File: src/twn_pkg.sv
// shared types and constants for the triangle world transform and normal core
package twn_pkg;

    localparam int COORD_WIDTH_DEF = 16;
    localparam int CFG_W           = 48;
    localparam int CFG_IDX_W       = 4;
    localparam int COMP_W          = 16;
    localparam int WORLD_W         = 18;
    localparam int NORM_W          = 16;
    localparam int DIFF_W          = WORLD_W + 1;
    localparam int PROD_W          = 2 * DIFF_W;
    localparam int CROSS_W         = PROD_W + 1;
    localparam int MAG_W           = 31;
    localparam int ABS_W           = CROSS_W - 1;
    localparam int SHIFT_W         = 3;
    localparam int SQ_W            = 2 * MAG_W;
    localparam int SUM_W           = 64;
    localparam int ROOT_W          = 32;
    localparam int SQRT_STAGES     = ROOT_W;
    localparam int QUO_W           = 15;
    localparam int NUM_W           = MAG_W + 15;
    localparam int REM_W           = ROOT_W + 2;
    localparam int FRAC_SHIFT      = 14;
    localparam int WORLD_MAX       = 131071;
    localparam int WORLD_MIN       = -131072;

    localparam logic [CFG_IDX_W-1:0] REG_BASIS_X = 4'd0;
    localparam logic [CFG_IDX_W-1:0] REG_BASIS_Y = 4'd1;
    localparam logic [CFG_IDX_W-1:0] REG_BASIS_Z = 4'd2;
    localparam logic [CFG_IDX_W-1:0] REG_ORIGIN  = 4'd3;

    localparam logic [CFG_W-1:0] BASIS_X_RESET = 48'd16384;
    localparam logic [CFG_W-1:0] BASIS_Y_RESET = 48'd16384 << 16;
    localparam logic [CFG_W-1:0] BASIS_Z_RESET = 48'd16384 << 32;
    localparam logic [CFG_W-1:0] ORIGIN_RESET  = 48'd0;

    localparam logic [1:0] LAST_VERTEX = 2'd2;

    typedef struct packed {
        logic [2:0][2:0][WORLD_W-1:0] world;
        logic [2:0]                   neg;
        logic                         zero;
        logic                         mesh_end;
    } side_t;

endpackage

File: src/twn_ser.sv
// result register that sends the three vertex results of a triangle
module twn_ser (
    input  logic                                   aclk,
    input  logic                                   aresetn,
    input  logic                                   in_valid,
    input  twn_pkg::side_t                         in_side,
    input  logic [2:0][twn_pkg::QUO_W-1:0]         in_quo,
    output logic                                   free,
    output logic                                   m_valid,
    input  logic                                   m_ready,
    output logic signed [twn_pkg::WORLD_W-1:0]     m_world_x,
    output logic signed [twn_pkg::WORLD_W-1:0]     m_world_y,
    output logic signed [twn_pkg::WORLD_W-1:0]     m_world_z,
    output logic signed [twn_pkg::NORM_W-1:0]      m_normal_x,
    output logic signed [twn_pkg::NORM_W-1:0]      m_normal_y,
    output logic signed [twn_pkg::NORM_W-1:0]      m_normal_z,
    output logic                                   m_vertex_last,
    output logic                                   m_mesh_end_out
);
    logic                                   valid_reg;
    logic [1:0]                             idx_reg;
    logic [2:0][twn_pkg::WORLD_W-1:0]       world_reg [3];
    logic [2:0][twn_pkg::NORM_W-1:0]        normal_reg;
    logic [2:0][twn_pkg::NORM_W-1:0]        normal_next;
    logic                                   mesh_reg;
    logic                                   last;
    logic                                   load;

    assign last = (idx_reg == twn_pkg::LAST_VERTEX);
    assign free = !valid_reg || (m_ready && last);
    assign load = free && in_valid;

    always_comb begin
        for (int k = 0; k < 3; k++) begin
            if (in_side.zero) begin
                normal_next[k] = '0;
            end else if (in_side.neg[k]) begin
                normal_next[k] = -twn_pkg::NORM_W'(in_quo[k]);
            end else begin
                normal_next[k] = twn_pkg::NORM_W'(in_quo[k]);
            end
        end
    end

    always_ff @(posedge aclk) begin
        if (!aresetn) begin
            valid_reg <= 1'b0;
            idx_reg   <= '0;
        end else if (load) begin
            valid_reg <= 1'b1;
            idx_reg   <= '0;
        end else if (free) begin
            valid_reg <= 1'b0;
            idx_reg   <= '0;
        end else if (m_ready) begin
            idx_reg   <= idx_reg + 2'd1;
        end
    end

    always_ff @(posedge aclk) begin
        if (load) begin
            for (int v = 0; v < 3; v++) begin
                world_reg[v] <= in_side.world[v];
            end
            normal_reg <= normal_next;
            mesh_reg   <= in_side.mesh_end;
        end
    end

    assign m_valid        = valid_reg;
    assign m_world_x      = world_reg[idx_reg][0];
    assign m_world_y      = world_reg[idx_reg][1];
    assign m_world_z      = world_reg[idx_reg][2];
    assign m_normal_x     = normal_reg[0];
    assign m_normal_y     = normal_reg[1];
    assign m_normal_z     = normal_reg[2];
    assign m_vertex_last  = last;
    assign m_mesh_end_out = mesh_reg;
endmodule

File: config.mk
export PLATFORM = sky130hd
export DESIGN_NAME = twn_ser
export DESIGN_NICKNAME = d
export VERILOG_FILES = /design/src/twn_pkg.sv /design/src/twn_ser.sv
export SDC_FILE = /design/constraint.sdc
export NUM_CORES = 1
export LEC_CHECK = 0
export ABC_AREA = 1
export BUFFER_PORTS_ARGS = -buffer_cell sky130_fd_sc_hd__buf_2
export CAP_MARGIN = 20
export CELL_PAD_IN_SITES_DETAIL_PLACEMENT = 1
export CELL_PAD_IN_SITES_GLOBAL_PLACEMENT = 1
export CORE_MARGIN = 2
export CORE_UTILIZATION = 38
export CTS_CLUSTER_SIZE = 14
export DETAILED_ROUTE_END_ITERATION = 10
export PLACE_DENSITY_LB_ADDON = 0.08
export SYNTH_ARGS = -nofsm -noshare
export SYNTH_HDL_FRONTEND = slang
export SYNTH_SLANG_ARGS = --single-unit
File: constraint.sdc
create_clock -name aclk -period 14.15 [get_ports aclk]
set_input_delay 2.83 -clock aclk [delete_from_list [all_inputs] [get_ports aclk]]
set_output_delay 2.83 -clock aclk [all_outputs]
set_load 0.02 [all_outputs]
==> results.ini <==
[sta]
setup_tns_ns=0
rsz0062_at_grt=false
fmaxAchievable_ghz=0.1657
finalHoldViolations=0
fin_worst_skew_ns=0.01535
timing.final.crit_share=0.4265
slew_violations=0
worst_pin_slew_ns=0.9850
slew_headroom=0.3434
setup_violations=0
post-route-min-period_ns=6.035

[grt]
grt_pass1_wl_mm=37.38
grt_overflow=0
grt_antenna_before_repair=11
grtUsageTotal=0.1952
first_global_vias=6984
grt_max_degree=175

[critical_path]
regToRegStartpoint=idx_reg[0]
endpoint_kind=output port
cp.arrival_ns=3.21
worstPathMaxFanout=3
worst-setup-path-type=in2out
r2r_end=world_reg[2][48]
required_ns=11.32
r2r_cells=8
r2r_slack_ns=11.74
start_kind=primary input

[worst_hold_path]
hold_start=idx_reg[0]
min_to=idx_reg[0]
hold_depth=2
hp-class=reg2reg

[detailed_routing]
routed_wl_mm=25.24
drtIter0Drc=380
antenna_left=0
wire_per_inst_microns=17.49
drcViolationCount=0
vias=6937
firstDrtPassIters=4
viasPerCell=4.807

[die]
core_area_sq_um=23330
io_pins=322
chipHeight_microns=157.8
initial_core_util=0.3852
fp.dieW_microns=157.8
die_area_sq_um=24900
num_rows=56

[layout]
final_cells=1443
drive_gt1_frac=0.3525
multiInputGateArea_sq_um=2211
fillers=2635
syn_to_final_growth_pct=30.36
ff_latch_area_sq_um=6439
largest_register_ffs=162
layout.nets=1316

[clock_network]
cts_hold_buf=0
cts-buffers-inserted=25
clkTransAtPathRegs_ns=0.05
clk-insertion-delay-late_ns=0.51
cts_tree=yes
postCtsSetupRepairBufs=0
post_cts_resized=0
tritoncts_num_sinks=216
clockBufferDepth=3
cts_root_buf=clkbuf_16
htree_levels=1

[flow_run]
maxCapViolations=0

[power]
ir_drop_mv=0.07551
power.density_nw_per_um2=132.4
p_leak_uw=0.004955

[logic_synthesis]
synth_top_area_frac=0.7050
synth_area_leader_cell=edfxtp_1
synth_edf_count=211
avgSynthCellArea_sq_um=11.66
yosysMostFrequentCell=edfxtp_1
syn_nets=991
synth_cell_type_count=32
synth_area_sq_um=8987
synthTopCellsByCount=edfxtp_1 (211), a21oi_1 (143), nand2_1 (126), nor2_1 (120), inv_1 (42)
synth_seq_area_share=0.7161
yosysWarnings=0
async_flop_share=0
ys_seq_elements=216
synthCells=771
synth_area_leaders=edfxtp_1 (70%), a21oi_1 (8.0%), nand2_1 (5.3%)
synth_top_flop_cell=edfxtp_1

[run_status]
status=finished, final reports clean

[placement]
place.gp.congestion=0.7786
port_buffers=321
placed_cells=1387
dp_hpwl_mm=17.24

==> where the power goes <==
part           internal [uW]  total, uW  leakage (uW)  switching [uW]
clock network            370        621      0.000389             252
logic                   59.2        170       0.00251             111
registers                750        760       0.00205            9.28
total                   1180       1550       0.00496             372
==> per-layer routing <==
metal	share of wire	global-route usage	vias up
met2	0.50	0.3381	218
met4	0.030	0.07186	6
met1	0.38	0.2249	3294
met3	0.087	0.06460	53
met5	0.0015	0	-
li1	-	-	3366
==> cell type report <==
class / count / share of cell area
diodes: 9 / 0.001922
flip-flops and latches: 216 / 0.5496
well taps: 319 / 0.03407
clock inverters: 15 / 0.01057
inverters: 45 / 0.01442
repair buffers: 328 / 0.1437
clock buffers: 31 / 0.05703
multi-input cells: 480 / 0.1887
==> stage by stage <==
step	hold slack, ns	power [uW]	cell area (sq um)	util	setup slack, ns
2_1_floorplan	0.4554	877.7	8987	-	1.483
3_3_place_gp	0.4783	939.3	10880	0.4664	8.114
3_5_place_dp	0.4816	944.6	10880	0.4664	8.115
4_1_cts	0.4905	1571	11670	0.5003	8.112
5_1_grt	0.5301	1616	11710	0.5018	8.087
6_report	0.4897	1551	11720	0.5021	8.115
==> placed cells by master (no fill, tap or decap), types with 5 or more instances in the layout <==
master / instances
a21oi_1: 143
nor2_1: 119
nor2_2: 8
o21ai_0: 24
clkinv_1: 6
nand3_1: 27
nand2_2: 5
clkbuf_16: 25
clkinv_2: 5
diode_2: 9
inv_1: 42
buf_2: 321
edfxtp_1: 211
nand2_1: 126
buf_4: 5
==> worst max-delay path, stage by stage <==
cell and delay (ns):
buf_2 0.11, nand2_1 0.05, nand2_1 0.05, buf_2 0.15
==> how the worst max path moves through the flow <==
stage               slack [ns]             end  startpoint
detailed placement        8.11            free     m_ready
global route              8.09            free     m_ready
floorplan                 1.48  m_mesh_end_out     m_ready
CTS                       8.11            free     m_ready
global placement          8.11            free     m_ready
finish                    8.11            free     m_ready
==> logic make-up (layout without fill, tap and decap cells) <==
family | Yosys count | in the layout | synth area share
buffers and inverters | 75 | 419 | 0.03870
AND/OR/NAND/NOR | 301 | 301 | 0.1396
adder cells (fa/ha/maj) | 4 | 4 | 0.005569
AO/OA/AOI/OAI | 175 | 175 | 0.09996
other | 0 | 9 | 0
flip-flops | 216 | 216 | 0.7161
(Power assumes the default switching activity.)
